===== config.mk =====
export PLATFORM = sky130hd
export DESIGN_NAME = eeprom_wear_level_slot_manager_flat
export DESIGN_NICKNAME = d
export VERILOG_FILES = /design/src/ewl_pkg.sv /design/src/ewl_req_if.sv /design/src/ewl_rsp_if.sv /design/src/ewl_table.sv /design/src/ewl_seq.sv /design/src/eeprom_wear_level_slot_manager.sv /design/src/flat_wrapper.sv
export SDC_FILE = /design/constraint.sdc
export NUM_CORES = 1
export LEC_CHECK = 0
export BUFFER_PORTS_ARGS = -buffer_cell sky130_fd_sc_hd__buf_2
export CORE_UTILIZATION = 59
export DETAILED_ROUTE_END_ITERATION = 12
export PLACE_DENSITY = 0.76
export SETUP_SLACK_MARGIN = 0.15
export SKIP_CTS_REPAIR_TIMING = 1
export SYNTH_ARGS = -nofsm -noshare
export SYNTH_HDL_FRONTEND = slang
export SYNTH_SLANG_ARGS = --single-unit

===== constraint.sdc =====
create_clock -name clk -period 4.05 [get_ports clk]
set_input_delay 0.81 -clock clk [delete_from_list [all_inputs] [get_ports clk]]
set_output_delay 0.81 -clock clk [all_outputs]
set_load 0.03 [all_outputs]

===== src/ewl_pkg.sv =====
`timescale 1ns / 1ps
package ewl_pkg;

	localparam int NUM_SLOTS = 16;
	localparam int SLOT_W    = $clog2(NUM_SLOTS);
	localparam int CNT_W     = $clog2(NUM_SLOTS + 1);
	localparam int ED_W      = 32;
	localparam int ADDR_W    = 16;
	localparam int CFG_W     = 16;
	localparam int CNT_CFG_W = 5;

	localparam logic [ED_W-1:0] EMPTY_MARK = '1;

	typedef enum logic [2:0] {
		CMD_LOAD      = 3'd0,
		CMD_WRITE     = 3'd1,
		CMD_FIND      = 3'd2,
		CMD_ROLLBACK  = 3'd3,
		CMD_ERASE     = 3'd4,
		CMD_ERASE_ALL = 3'd5
	} cmd_t;

	typedef enum logic [1:0] {
		CFG_SLOT_COUNT    = 2'd0,
		CFG_SLOT_STRIDE   = 2'd1,
		CFG_RECORD_LENGTH = 2'd2
	} cfg_idx_t;

	typedef struct packed {
		logic [CNT_CFG_W-1:0] slot_count;
		logic [ADDR_W-1:0]    slot_stride;
		logic [ADDR_W-1:0]    record_length;
	} cfg_t;

	typedef struct packed {
		logic              wr_en;
		logic [SLOT_W-1:0] wr_addr;
		logic [ED_W-1:0]   wr_data;
		logic              rd_en;
		logic [SLOT_W-1:0] rd_addr;
		logic              clr_en;
		logic [CNT_W-1:0]  clr_n;
	} tbl_req_t;

endpackage


===== src/ewl_req_if.sv =====
`timescale 1ns / 1ps
interface ewl_req_if;
	logic        valid;
	logic        ready;
	logic [2:0]  cmd;
	logic [3:0]  slot_index;
	logic        header_valid;
	logic [31:0] header_edition;
	logic        write_anyway;
	logic        data_changed;

	modport source (
		output valid, cmd, slot_index, header_valid, header_edition, write_anyway,
			data_changed,
		input ready
	);
	modport sink (
		input valid, cmd, slot_index, header_valid, header_edition, write_anyway,
			data_changed,
		output ready
	);
endinterface


===== src/ewl_rsp_if.sv =====
`timescale 1ns / 1ps
interface ewl_rsp_if;
	logic        valid;
	logic        ready;
	logic        status;
	logic        found;
	logic [3:0]  slot_out;
	logic [15:0] slot_address;
	logic [31:0] edition_out;
	logic        wrote;

	modport source (
		output valid, status, found, slot_out, slot_address, edition_out, wrote,
		input ready
	);
	modport sink (
		input valid, status, found, slot_out, slot_address, edition_out, wrote,
		output ready
	);
endinterface


===== src/ewl_table.sv =====
`timescale 1ns / 1ps
module ewl_table (
	input  logic                         clk,
	input  logic                         arst_n,
	input  ewl_pkg::tbl_req_t            req,
	output logic [ewl_pkg::ED_W-1:0]     rd_data
);
	import ewl_pkg::*;

	logic [ED_W-1:0]      mem_q [NUM_SLOTS];
	logic [NUM_SLOTS-1:0] vld_q;
	logic [ED_W-1:0]      rd_raw_q;
	logic                 rd_hit_q;

	always_ff @(posedge clk) begin
		if (req.wr_en) begin
			mem_q[req.wr_addr] <= req.wr_data;
		end
		if (req.rd_en) begin
			rd_raw_q <= mem_q[req.rd_addr];
		end
	end

	// entries never written since reset, or since an erase-all that cleared them, read as empty
	always_ff @(posedge clk or negedge arst_n) begin
		if (!arst_n) begin
			vld_q    <= '0;
			rd_hit_q <= 1'b0;
		end else begin
			if (req.rd_en) begin
				rd_hit_q <= vld_q[req.rd_addr];
			end
			for (int i = 0; i < NUM_SLOTS; i++) begin
				if (req.clr_en && (CNT_W'(i) < req.clr_n)) begin
					vld_q[i] <= 1'b0;
				end
			end
			if (req.wr_en) begin
				vld_q[req.wr_addr] <= 1'b1;
			end
		end
	end

	assign rd_data = rd_hit_q ? rd_raw_q : EMPTY_MARK;

endmodule


===== src/ewl_seq.sv =====
`timescale 1ns / 1ps
module ewl_seq (
	input  logic                     clk,
	input  logic                     arst_n,
	input  ewl_pkg::cfg_t            cfg,
	output ewl_pkg::tbl_req_t        tbl,
	input  logic [ewl_pkg::ED_W-1:0] rd_data,
	ewl_req_if.sink                  req,
	ewl_rsp_if.source                rsp
);
	import ewl_pkg::*;

	typedef enum logic [2:0] {
		ST_IDLE,
		ST_EXEC,
		ST_SCAN,
		ST_COMMIT,
		ST_FIN
	} state_t;

	state_t              state_q;
	cmd_t                cmd_q;
	logic [SLOT_W-1:0]   idx_q;
	logic                hvalid_q;
	logic [ED_W-1:0]     hed_q;
	logic                force_q;
	logic                changed_q;
	logic [CNT_W-1:0]    n_q;
	logic                bug_q;
	logic [ED_W-1:0]     cur_q;
	logic [ED_W-1:0]     best_q;
	logic [SLOT_W-1:0]   where_q;
	logic                hit_q;
	logic                pass_q;
	logic [CNT_W-1:0]    ptr_q;
	logic                rd_vld_s1;
	logic [SLOT_W-1:0]   rd_idx_s1;

	logic                st_q;
	logic                fnd_q;
	logic [SLOT_W-1:0]   slot_q;
	logic [ED_W-1:0]     ed_q;
	logic                wr_q;

	logic                out_valid_q;
	logic                out_status_q;
	logic                out_found_q;
	logic [SLOT_W-1:0]   out_slot_q;
	logic [ADDR_W-1:0]   out_addr_q;
	logic [ED_W-1:0]     out_ed_q;
	logic                out_wrote_q;

	logic [CNT_W-1:0]         n_c;
	logic [SLOT_W+ADDR_W-1:0] prod_c;
	logic [ADDR_W-1:0]        addr_c;

	always_comb begin
		if (cfg.slot_count == '0) begin
			n_c = CNT_W'(1);
		end else if (CNT_W'(cfg.slot_count) > CNT_W'(NUM_SLOTS)) begin
			n_c = CNT_W'(NUM_SLOTS);
		end else begin
			n_c = CNT_W'(cfg.slot_count);
		end
	end

	assign prod_c = (SLOT_W+ADDR_W)'(slot_q) * (SLOT_W+ADDR_W)'(cfg.slot_stride);
	assign addr_c = (n_q == CNT_W'(1)) ? '0 : prod_c[ADDR_W-1:0];

	always_comb begin
		tbl = '0;
		unique case (state_q)
			ST_EXEC: begin
				if (cmd_q == CMD_LOAD || cmd_q == CMD_ERASE) begin
					tbl.wr_en   = 1'b1;
					tbl.wr_addr = idx_q;
					tbl.wr_data = (cmd_q == CMD_LOAD && hvalid_q) ? hed_q : EMPTY_MARK;
				end
				if (cmd_q == CMD_ERASE_ALL && !bug_q) begin
					tbl.clr_en = 1'b1;
					tbl.clr_n  = n_q;
				end
			end
			ST_SCAN: begin
				tbl.rd_en   = ptr_q < n_q;
				tbl.rd_addr = ptr_q[SLOT_W-1:0];
			end
			ST_COMMIT: begin
				if (cmd_q == CMD_WRITE) begin
					tbl.wr_en   = 1'b1;
					tbl.wr_addr = where_q;
					tbl.wr_data = cur_q;
				end else if (cmd_q == CMD_ROLLBACK && !pass_q && best_q != '0) begin
					tbl.wr_en   = 1'b1;
					tbl.wr_addr = where_q;
					tbl.wr_data = EMPTY_MARK;
				end
			end
			default: ;
		endcase
	end

	always_ff @(posedge clk or negedge arst_n) begin
		if (!arst_n) begin
			state_q      <= ST_IDLE;
			cmd_q        <= CMD_LOAD;
			idx_q        <= '0;
			hvalid_q     <= 1'b0;
			hed_q        <= '0;
			force_q      <= 1'b0;
			changed_q    <= 1'b0;
			n_q          <= CNT_W'(1);
			bug_q        <= 1'b0;
			cur_q        <= '0;
			best_q       <= '0;
			where_q      <= '0;
			hit_q        <= 1'b0;
			pass_q       <= 1'b0;
			ptr_q        <= '0;
			rd_vld_s1    <= 1'b0;
			rd_idx_s1    <= '0;
			st_q         <= 1'b0;
			fnd_q        <= 1'b0;
			slot_q       <= '0;
			ed_q         <= '0;
			wr_q         <= 1'b0;
			out_valid_q  <= 1'b0;
			out_status_q <= 1'b0;
			out_found_q  <= 1'b0;
			out_slot_q   <= '0;
			out_addr_q   <= '0;
			out_ed_q     <= '0;
			out_wrote_q  <= 1'b0;
		end else begin
			if (out_valid_q && rsp.ready && state_q != ST_FIN) begin
				out_valid_q <= 1'b0;
			end
			unique case (state_q)
				ST_IDLE: begin
					if (req.valid) begin
						cmd_q     <= cmd_t'(req.cmd);
						idx_q     <= req.slot_index;
						hvalid_q  <= req.header_valid;
						hed_q     <= req.header_edition;
						force_q   <= req.write_anyway;
						changed_q <= req.data_changed;
						n_q       <= n_c;
						bug_q     <= (n_c > CNT_W'(1)) && (cfg.slot_stride < cfg.record_length);
						state_q   <= ST_EXEC;
					end
				end
				ST_EXEC: begin
					st_q   <= bug_q &&
						(cmd_q inside {CMD_WRITE, CMD_FIND, CMD_ROLLBACK, CMD_ERASE_ALL});
					fnd_q  <= 1'b0;
					slot_q <= (cmd_q == CMD_LOAD || cmd_q == CMD_ERASE) ? idx_q : '0;
					ed_q   <= '0;
					wr_q   <= 1'b0;
					case (cmd_q)
						CMD_WRITE: begin
							if (!bug_q && (force_q || changed_q)) begin
								cur_q   <= cur_q + 1'b1;
								best_q  <= EMPTY_MARK;
								where_q <= '0;
								hit_q   <= 1'b0;
								ptr_q   <= '0;
								state_q <= (n_q == CNT_W'(1)) ? ST_COMMIT : ST_SCAN;
							end else begin
								state_q <= ST_FIN;
							end
						end
						CMD_FIND, CMD_ROLLBACK: begin
							if (!bug_q) begin
								best_q  <= '0;
								where_q <= '0;
								ptr_q   <= '0;
								pass_q  <= 1'b0;
								state_q <= ST_SCAN;
							end else begin
								state_q <= ST_FIN;
							end
						end
						CMD_ERASE_ALL: begin
							if (!bug_q) begin
								cur_q <= '0;
							end
							state_q <= ST_FIN;
						end
						default: state_q <= ST_FIN;
					endcase
				end
				ST_SCAN: begin
					rd_vld_s1 <= (ptr_q < n_q);
					if (ptr_q < n_q) begin
						ptr_q     <= ptr_q + 1'b1;
						rd_idx_s1 <= ptr_q[SLOT_W-1:0];
					end
					if (rd_vld_s1) begin
						if (cmd_q == CMD_WRITE) begin
							if (!hit_q) begin
								if (rd_data == EMPTY_MARK) begin
									hit_q   <= 1'b1;
									where_q <= rd_idx_s1;
								end else if (rd_data < best_q) begin
									best_q  <= rd_data;
									where_q <= rd_idx_s1;
								end
							end
						end else if (rd_data != EMPTY_MARK && rd_data > best_q) begin
							best_q  <= rd_data;
							where_q <= rd_idx_s1;
						end
					end
					if (ptr_q == n_q && !rd_vld_s1) begin
						state_q <= ST_COMMIT;
					end
				end
				ST_COMMIT: begin
					if (cmd_q == CMD_WRITE) begin
						fnd_q   <= 1'b1;
						slot_q  <= where_q;
						ed_q    <= cur_q;
						wr_q    <= 1'b1;
						state_q <= ST_FIN;
					end else if (cmd_q == CMD_ROLLBACK && !pass_q) begin
						// second pass finds the latest after the removal
						pass_q  <= 1'b1;
						best_q  <= '0;
						where_q <= '0;
						ptr_q   <= '0;
						state_q <= ST_SCAN;
					end else begin
						cur_q <= best_q;
						if (best_q != '0) begin
							fnd_q  <= 1'b1;
							slot_q <= where_q;
							ed_q   <= best_q;
						end
						state_q <= ST_FIN;
					end
				end
				ST_FIN: begin
					if (!out_valid_q || rsp.ready) begin
						out_valid_q  <= 1'b1;
						out_status_q <= st_q;
						out_found_q  <= fnd_q;
						out_slot_q   <= slot_q;
						out_addr_q   <= addr_c;
						out_ed_q     <= ed_q;
						out_wrote_q  <= wr_q;
						state_q      <= ST_IDLE;
					end
				end
				default: state_q <= ST_IDLE;
			endcase
		end
	end

	assign req.ready        = (state_q == ST_IDLE);
	assign rsp.valid        = out_valid_q;
	assign rsp.status       = out_status_q;
	assign rsp.found        = out_found_q;
	assign rsp.slot_out     = out_slot_q;
	assign rsp.slot_address = out_addr_q;
	assign rsp.edition_out  = out_ed_q;
	assign rsp.wrote        = out_wrote_q;

endmodule


===== src/eeprom_wear_level_slot_manager.sv =====
`timescale 1ns / 1ps
// One command at a time. Load slot, erase slot, erase all, refused, unchanged-data writes
// and unknown commands do no table scan, nor does a write with one slot. Write and find
// latest scan the n slots in use, one table read a cycle. Roll back scans twice. Next
// beat taken the cycle after the result loads; a result held by the sink stalls the next one.
// Reset: all slots empty, current edition 0, slot_count = stride = length = 1.
module eeprom_wear_level_slot_manager (
	input  logic                       clk,
	input  logic                       arst_n,
	ewl_req_if.sink                    req,
	ewl_rsp_if.source                  rsp,
	input  logic                       cfg_we,
	input  logic [1:0]                 cfg_index,
	input  logic [ewl_pkg::CFG_W-1:0]  cfg_data
);
	import ewl_pkg::*;

	cfg_t            cfg_q;
	tbl_req_t        tbl;
	logic [ED_W-1:0] rd_data;

	always_ff @(posedge clk or negedge arst_n) begin
		if (!arst_n) begin
			cfg_q.slot_count    <= CNT_CFG_W'(1);
			cfg_q.slot_stride   <= ADDR_W'(1);
			cfg_q.record_length <= ADDR_W'(1);
		end else if (cfg_we) begin
			unique case (cfg_idx_t'(cfg_index))
				CFG_SLOT_COUNT:    cfg_q.slot_count    <= cfg_data[CNT_CFG_W-1:0];
				CFG_SLOT_STRIDE:   cfg_q.slot_stride   <= cfg_data[ADDR_W-1:0];
				CFG_RECORD_LENGTH: cfg_q.record_length <= cfg_data[ADDR_W-1:0];
				default: ;
			endcase
		end
	end

	ewl_seq u_seq (
		.clk     (clk),
		.arst_n  (arst_n),
		.cfg     (cfg_q),
		.tbl     (tbl),
		.rd_data (rd_data),
		.req     (req),
		.rsp     (rsp)
	);

	ewl_table u_table (
		.clk     (clk),
		.arst_n  (arst_n),
		.req     (tbl),
		.rd_data (rd_data)
	);

	a_one_at_a_time: assert property (@(posedge clk) disable iff (!arst_n)
		req.valid && req.ready |=> !req.ready)
		else $error("second command taken while one is in progress");

	a_none_found: assert property (@(posedge clk) disable iff (!arst_n)
		rsp.valid && !rsp.found |-> rsp.edition_out == '0 && !rsp.wrote)
		else $error("edition or write reported without a slot");

	a_refused: assert property (@(posedge clk) disable iff (!arst_n)
		rsp.valid && rsp.status |-> !rsp.found && rsp.slot_address == '0)
		else $error("refused command returned a slot");

endmodule


===== src/flat_wrapper.sv =====
// flat-port wrapper written by rule: the top's interface ports become plain ports
module eeprom_wear_level_slot_manager_flat import ewl_pkg::*;
  (clk, arst_n, cfg_we, cfg_index, cfg_data, req_valid, req_cmd, req_slot_index, req_header_valid, req_header_edition, req_write_anyway, req_data_changed, req_ready, rsp_valid, rsp_status, rsp_found, rsp_slot_out, rsp_slot_address, rsp_edition_out, rsp_wrote, rsp_ready);
  ewl_req_if req_i ();
  ewl_rsp_if rsp_i ();
  input  logic clk;
  input  logic arst_n;
  input  logic cfg_we;
  input  logic [1:0] cfg_index;
  input  logic [ewl_pkg::CFG_W-1:0] cfg_data;
  input wire logic [$bits(req_i.valid)-1:0] req_valid;
  input wire logic [$bits(req_i.cmd)-1:0] req_cmd;
  input wire logic [$bits(req_i.slot_index)-1:0] req_slot_index;
  input wire logic [$bits(req_i.header_valid)-1:0] req_header_valid;
  input wire logic [$bits(req_i.header_edition)-1:0] req_header_edition;
  input wire logic [$bits(req_i.write_anyway)-1:0] req_write_anyway;
  input wire logic [$bits(req_i.data_changed)-1:0] req_data_changed;
  output wire logic [$bits(req_i.ready)-1:0] req_ready;
  output wire logic [$bits(rsp_i.valid)-1:0] rsp_valid;
  output wire logic [$bits(rsp_i.status)-1:0] rsp_status;
  output wire logic [$bits(rsp_i.found)-1:0] rsp_found;
  output wire logic [$bits(rsp_i.slot_out)-1:0] rsp_slot_out;
  output wire logic [$bits(rsp_i.slot_address)-1:0] rsp_slot_address;
  output wire logic [$bits(rsp_i.edition_out)-1:0] rsp_edition_out;
  output wire logic [$bits(rsp_i.wrote)-1:0] rsp_wrote;
  input wire logic [$bits(rsp_i.ready)-1:0] rsp_ready;
  assign req_i.valid = req_valid;
  assign req_i.cmd = req_cmd;
  assign req_i.slot_index = req_slot_index;
  assign req_i.header_valid = req_header_valid;
  assign req_i.header_edition = req_header_edition;
  assign req_i.write_anyway = req_write_anyway;
  assign req_i.data_changed = req_data_changed;
  assign req_ready = req_i.ready;
  assign rsp_valid = rsp_i.valid;
  assign rsp_status = rsp_i.status;
  assign rsp_found = rsp_i.found;
  assign rsp_slot_out = rsp_i.slot_out;
  assign rsp_slot_address = rsp_i.slot_address;
  assign rsp_edition_out = rsp_i.edition_out;
  assign rsp_wrote = rsp_i.wrote;
  assign rsp_i.ready = rsp_ready;
  eeprom_wear_level_slot_manager u_core (.clk(clk), .arst_n(arst_n), .req(req_i), .rsp(rsp_i), .cfg_we(cfg_we), .cfg_index(cfg_index), .cfg_data(cfg_data));
endmodule

==> results of run 1 <==
cell families (layout without fill, tap and decap cells):
group	Yosys count	count (layout)	share of synthesized area, %
AOI/OAI and AO/OA	914	914	14.5
and+or+nand+nor	866	866	10.7
muxes	247	247	7.01
adders and majority gates	95	95	3.55
buffers and inverters	356	519	3.74
xor gates and xnor gates	13	13	0.294
other	0	1	0
DFF	824	824	60.2
per-stage QoR:
step / utilization [%] / power, mW
after floorplan: - / 19.3
after global placement: 62.9 / 22.6
after detailed placement: 62.9 / 22.9
after CTS: 67.3 / 30.9
after global routing: 67.5 / 32.6
final: 67.5 / 31.1
worst paths after layout:
path / endpoint / slack [ns] / cells after the start
min in group clk: u_core.u_seq.hed_q[21] / 0.37 / 3
min reg2reg: u_core.u_seq.n_q[0] / 0.45 / 1
min: u_core.u_seq.rsp.slot_address[13] / 0.22 / 1
max: u_core.u_seq.rsp.slot_address[15] / 0.22 / 12
max in group asynchronous: u_core.u_seq.hed_q[16] / 2.86 / 2
max reg2reg: u_core.u_seq.rsp.slot_address[15] / 0.22 / 12
power groups by stage:
stage	Combinational, mW	Sequential, mW	Clock, mW
detailed placement	10.9	12.0	0
global route	12.2	12.0	8.35
CTS	11.0	11.9	8.01
floorplan	7.41	11.9	0
global placement	10.6	12.0	0
finish	11.3	11.9	7.93
synthesized netlist by cell type (53+ instances only):
cell	instances
and3_1	53
mux2i_1	71
edfxtp_1	544
nor2_1	151
o31ai_1	70
a21oi_1	311
ha_1	70
inv_1	107
o21ai_0	230
dfrtp_1	276
mux2_2	174
nand2_1	336
nor3_1	76
nand4_1	60
nand3_1	57
a211oi_1	54
clkbuf_1	204
layer usage:
metal | wire length (µm) | vias to the layer above | global-route usage [%] | share of wire (%)
met1 | 43600 | 13900 | 44.9 | 41
met5 | 0 | - | 0 | 0
met2 | 50300 | 1659 | 50.6 | 47
li1 | - | 12500 | - | -
met3 | 9610 | 283 | 5.56 | 8.9
met4 | 4190 | 0 | 12.9 | 3.9
registers in the layout (all words and copies together), names as in the netlist, 4 cells and up:
| register | cells |
|---|---|
| u_core.u_seq.rsp.slot_out | 4 |
| u_core.u_seq.ed_q | 32 |
| u_core.u_table.mem_q | 512 |
| u_core.u_seq.cur_q | 32 |
| u_core.u_seq.ptr_q | 5 |
| u_core.u_table.rd_raw_q | 32 |
| u_core.cfg_q | 37 |
| u_core.u_seq.rsp.edition_out | 32 |
| u_core.u_table.vld_q | 16 |
| u_core.u_seq.hed_q | 32 |
| u_core.u_seq.rsp.slot_address | 16 |
| u_core.u_seq.where_q | 4 |
| u_core.u_seq.slot_q | 4 |
| u_core.u_seq.n_q | 5 |
| u_core.u_seq.idx_q | 4 |
| u_core.u_seq.best_q | 32 |
| u_core.u_seq.rd_idx_s1 | 4 |
final cells by class:
type / count / area (µm²)
multi-input combinational: 2135 / 14200
sequential: 824 / 23400
fill: 4655 / 21000
clock inverter: 50 / 569
antenna: 1 / 2.50
timing repair buffer: 250 / 1770
tap: 855 / 1070
inverter: 109 / 414
clock buffer: 110 / 2280
critical path: stages (launching register included):
cell and delay, ns:
dfstp_2 0.57, nand2_1 0.09, fa_1 0.51, fa_1 0.62, inv_1 0.07, ha_1 0.32
a211oi_2 0.28, o21ai_0 0.20, a21o_1 0.21, a32o_1 0.28, o41ai_2 0.24, xnor2_1 0.12
a22o_1 0.20
==> impl_metrics.csv, run 1 <==
group,metric,value,unit
final_layout,area_growth,12.7,%
critical_path,r2r_start,"u_core.cfg_q[16]",
place,gp_congestion,0.958,
place,dp_hpwl,68.1,mm
routing,wl,108,mm
pwr,clock_power_share,25.5,%
routing,final_antenna_net_count,0,
routing,num_vias,28400,
critical_path,required,4.57,ns
floorplan,rows,93,
sta,finalSetupViolCount,0,
pwr,peakVddDrop,0.577,mV
pwr,swShare,38.6,%
synthesis,ys_warn_count,0,
clock_tree,path_clk_slew,0.06,ns
final_layout,stdcell_area,0.0437,mm²
sta,timing.fmax,0.261,GHz
pwr,seq_power_share,38.3,%
synthesis,synthTopCellsByArea,"edfxtp_1 (42%), dfrtp_1 (18%), mux2_2 (5.1%), a21oi_1 (4.0%), nand2_1 (3.3%)",
worst_hold_path,worstHoldPathType,"in2async",
pwr,p_sw,12.0,mW
clock_tree,cts_sinks,824,
floorplan,fp.dieW,258,µm
place,dp.cells,4165,
place,port_buffers,121,
critical_path,worst_setup_path_end_kind,"register",
final_layout,drive_gt1_share,18.3,%
sta,rsz0062_at_grt,"yes",
clock_tree,clockRootBuffer,"clkbuf_16",
floorplan,ios,122,
floorplan,dieArea,0.0667,mm²
synthesis,synth_seq_area_share,60.2,%
synthesis,synth_cells,3315,
critical_path,worstSetupStartpointType,"register",
synthesis,async_reset_ff_share,34.0,%
routing,drc,0,
floorplan,coreArea,0.0647,mm²
routing,drt_iter0_markers,3692,
clock_tree,numCtsBuffers,86,
critical_path,startpoint,"u_core.cfg_q[16]",
sta,whs,0.222,ns
global_route,grt_overflow,0,
job,maxCapViolCount,0,
final_layout,layout_commonest_cell,"edfxtp_1",
sta,setup_ws,0.220,ns
synthesis,yosys_register_bits,824,
synthesis,synth-edff-count,544,
synthesis,ys.flop_type,"edfxtp_1",
clock_tree,htreeDepth,3,
sta,min_period_over_period,94.6,%
sta,skew,0.0340,ns
synthesis,yosysUniqueCellTypes,82,
critical_path,critical_path_arrival,4.35,ns
pwr,pwr_density_cell,713,mW/mm²
global_route,grtUsageTotal,32.2,%
critical_path,crit_fanout,6,
sta,relSlewSlack,6.51,%
clock_tree,clock_latency,0.66,ns
outcome,status,"complete, no violations",
global_route,grt_max_degree,158,
global_route,antenna_found_initial,2,
global_route,grt_pass1_vias,27700,
pwr,power_frac_comb,36.2,%
sta,fin_setup_tns,0,ns
place,placed_area,0.0407,mm²
routing,dr.pass1.iters,6,
synthesis,netlist_area,0.0388,mm²
synthesis,syn_avg_cell_area,11.7,µm²
synthesis,syn_nets,3475,
sta,drv_slew,0,
place,post-place-ws,0.144,ns
routing,routedWlPerCell,24.8,µm
final_layout,final_cell_mix,"edfxtp_1 (544), nand2_1 (334), a21oi_1 (310)",
pwr,internal_power,19.1,mW
clock_tree,clock_path_buffers,3,
pwr,leakage,17.1,nW
final_layout,final_nets,3566,
global_route,grt_pass1_wl,165,mm
sta,hold_viol_final,0,
clock_tree,tritoncts,"built",
synthesis,yosys.area.top_type,"edfxtp_1",
routing,via_per_inst,6.55,
sta,tightestPinTransition,1.40,ns
floorplan,start_util,59.9,%
sta,period_minus_slack,3.83,ns
final_layout,final_cells,4334,
floorplan,fp.dieH,258,µm
critical_path,critPathKind,"reg2reg",
synthesis,synth_top_cell_area_share,42.2,%
Note: power is estimated with default switching activity, not from simulation.
==> run 2: changes to the inputs <==
--- a/config.mk
+++ b/config.mk
@@ -6,9 +6,9 @@
 export NUM_CORES = 1
 export LEC_CHECK = 0
 export BUFFER_PORTS_ARGS = -buffer_cell sky130_fd_sc_hd__buf_2
-export CORE_UTILIZATION = 59
+export CORE_UTILIZATION = 60
 export DETAILED_ROUTE_END_ITERATION = 12
-export PLACE_DENSITY = 0.76
+export PLACE_DENSITY = 0.77
 export SETUP_SLACK_MARGIN = 0.15
 export SKIP_CTS_REPAIR_TIMING = 1
 export SYNTH_ARGS = -nofsm -noshare
==> run 2 against run 1 <==
  * Combinational power about the same
  * Worst setup slack better by 0.032 ns
  * Clock-buffer cell count down 8
  * Clock power up 2%
  * Register-to-register slack better by 0.03 ns
  * Fmax up 0.83%
  * Final area about the same
  * Sequential power about the same
  * Sequential cell count unchanged
  * Critical path depth unchanged
  * Die area down 1.7%
  * Critical endpoint unchanged
==> impl_metrics.csv, run 2 (synthesis gave the netlist of run 1 again) <==
group,metric,value,unit
pwr,swShare,38.7,%
critical_path,rrSetupSlack,0.25,ns
critical_path,worstSetupStartpointType,"register",
final_layout,largest_reg_flops,512,
global_route,grt_overflow,0,
clock_tree,numCtsBuffers,85,
global_route,grt_pass1_wl,165,mm
global_route,grt_pass1_vias,28000,
clock_tree,path_clk_slew,0.06,ns
critical_path,cpMostUsedCell,"fa_1",
critical_path,critPathBufInv,1,
final_layout,fin_util,68.9,%
sta,relSlewSlack,20.1,%
critical_path,startpoint,"u_core.cfg_q[16]",
pwr,power_frac_comb,35.6,%
global_route,antenna_found_initial,1,
clock_tree,clock_latency,0.67,ns
floorplan,coreArea,0.0634,mm²
critical_path,reg2regPathDepth,12,
place,dp_hpwl,66.1,mm
critical_path,r2r_start,"u_core.cfg_q[16]",
clock_tree,clock_path_buffers,3,
global_route,grtUsageTotal,32.7,%
pwr,p_sw,12.1,mW
place,gp_congestion,0.931,
sta,rsz0062_at_grt,"no",
critical_path,endpoint,"u_core.u_seq.rsp.slot_address[15]",
critical_path,slowest_delay,0.60,ns
critical_path,critical_path_arrival,4.31,ns
pwr,seq_power_share,38.6,%
place,port_buffers,121,
floorplan,fp.dieH,256,µm
critical_path,timing.rr.end,"u_core.u_seq.rsp.slot_address[15]",
sta,skew,0.0357,ns
pwr,peakVddDrop,0.414,mV
final_layout,final_cell_mix,"edfxtp_1 (544), nand2_1 (334), a21oi_1 (310)",
floorplan,dieArea,0.0656,mm²
floorplan,fp.dieW,256,µm
place,dp.cells,4149,
clock_tree,htreeDepth,3,
final_layout,regMostFlops,"u_core.u_table.mem_q",
floorplan,rows,92,
routing,num_vias,28500,
final_layout,final_nets,3551,
routing,drc,0,
critical_path,crit_chain,"nand2_1 > fa_1 > fa_1 > inv_1 > ha_1 > a211oi_2 > o21ai_0 > a21o_1 > a32o_1 > o41ai_4 > xnor2_1 > a22o_1",
final_layout,layout_commonest_cell,"edfxtp_1",
critical_path,crit_fanout,6,
clock_tree,cts_sinks,824,
floorplan,start_util,61.1,%
critical_path,required,4.57,ns
outcome,status,"complete, no violations",
routing,drt_iter0_markers,3477,
pwr,pwr_density_cell,714,mW/mm²
routing,via_per_inst,6.62,
critical_path,worst_setup_path_end_kind,"register",
clock_tree,tritoncts,"built",
routing,wl,108,mm
pwr,internal_power,19.1,mW
final_layout,largest_registers,"u_core.u_table.mem_q: 512 flops, u_core.cfg_q: 37 flops",
sta,timing.fmax,0.263,GHz
routing,routedWlPerCell,25.0,µm
critical_path,cp_top_family,"adder cells",
sta,drv_slew,0,
routing,dr.pass1.iters,5,
pwr,clock_power_share,25.9,%
job,maxCapViolCount,0,
sta,hold_viol_final,0,
routing,final_antenna_net_count,0,
sta,min_period_over_period,93.8,%
critical_path,critPathKind,"reg2reg",
critical_path,cp_num_cells,12,
clock_tree,clockRootBuffer,"clkbuf_16",
critical_path,crit_slowest_cell,"fa_1",
sta,fin_setup_tns,0,ns
sta,tightestPinTransition,1.19,ns
sta,period_minus_slack,3.80,ns
sta,finalSetupViolCount,0,
final_layout,drive_gt1_share,18.0,%
final_layout,area_growth,12.7,%
floorplan,ios,122,
global_route,grt_max_degree,140,
sta,whs,0.214,ns
worst_hold_path,worstHoldPathType,"in2async",
pwr,leakage,17.0,nW
final_layout,final_cells,4310,
-- run 2: per-stage QoR --
step / setup slack [ns] / total power [mW] / instance area (µm²)
after floorplan: 0.331 / 19.3 / 38800
after global placement: 0.267 / 22.5 / 40700
after detailed placement: 0.122 / 22.8 / 40700
after CTS: 0.0537 / 30.9 / 43600
after global routing: 0.131 / 32.6 / 43700
final: 0.252 / 31.2 / 43700
-- run 2: area by class of cell --
| cell class | instances | area (µm²) |
|---|---|---|
| fillers | 4434 | 19800 |
| clock buffers | 102 | 2240 |
| repair buffers | 236 | 1740 |
| diodes | 1 | 2.50 |
| well taps | 846 | 1060 |
| flip-flops and latches | 824 | 23400 |
| inverters | 109 | 414 |
| multi-input cells | 2135 | 14200 |
| clock inverters | 57 | 662 |
-- run 2: power groups by stage --
stage	clock [mW]	sequential (mW)	combinational, mW
final	8.07	12.0	11.1
after global routing	8.46	12.2	12.0
after detailed placement	0	12.1	10.7
after floorplan	0	11.9	7.41
after global placement	0	12.1	10.4
after CTS	8.13	12.0	10.8
-- run 2: routing by layer --
metal | global-route usage [%] | vias up | wire length [µm]
li1 | - | 12500 | -
met1 | 45.3 | 14100 | 42800
met2 | 51.1 | 1637 | 50800
met3 | 5.61 | 265 | 9970
met4 | 14.2 | 2 | 4180
met5 | 0 | - | 13
-- run 2: worst min path at each step --
stage / from / to / cells past startpoint / slack [ns]
after floorplan: u_core.cfg_q[36] / u_core.u_seq.n_q[0] / 1 / 0.42
after global placement: u_core.cfg_q[36] / u_core.u_seq.n_q[0] / 1 / 0.43
after detailed placement: u_core.cfg_q[36] / u_core.u_seq.n_q[0] / 1 / 0.46
after CTS: arst_n / u_core.u_seq.rsp.slot_out[1] / 1 / 0.25
after global routing: arst_n / u_core.u_seq.rsp.slot_out[1] / 1 / 0.29
final: arst_n / u_core.u_seq.rsp.slot_out[0] / 1 / 0.21
-- run 2: worst register-to-register path, cell delays in order (launching register included) --
cell and delay, ns:
dfstp_2 0.57, nand2_1 0.09, fa_1 0.51, fa_1 0.60
inv_1 0.06, ha_1 0.32, a211oi_2 0.27, o21ai_0 0.16
a21o_1 0.20, a32o_1 0.30, o41ai_4 0.25, xnor2_1 0.12
a22o_1 0.22
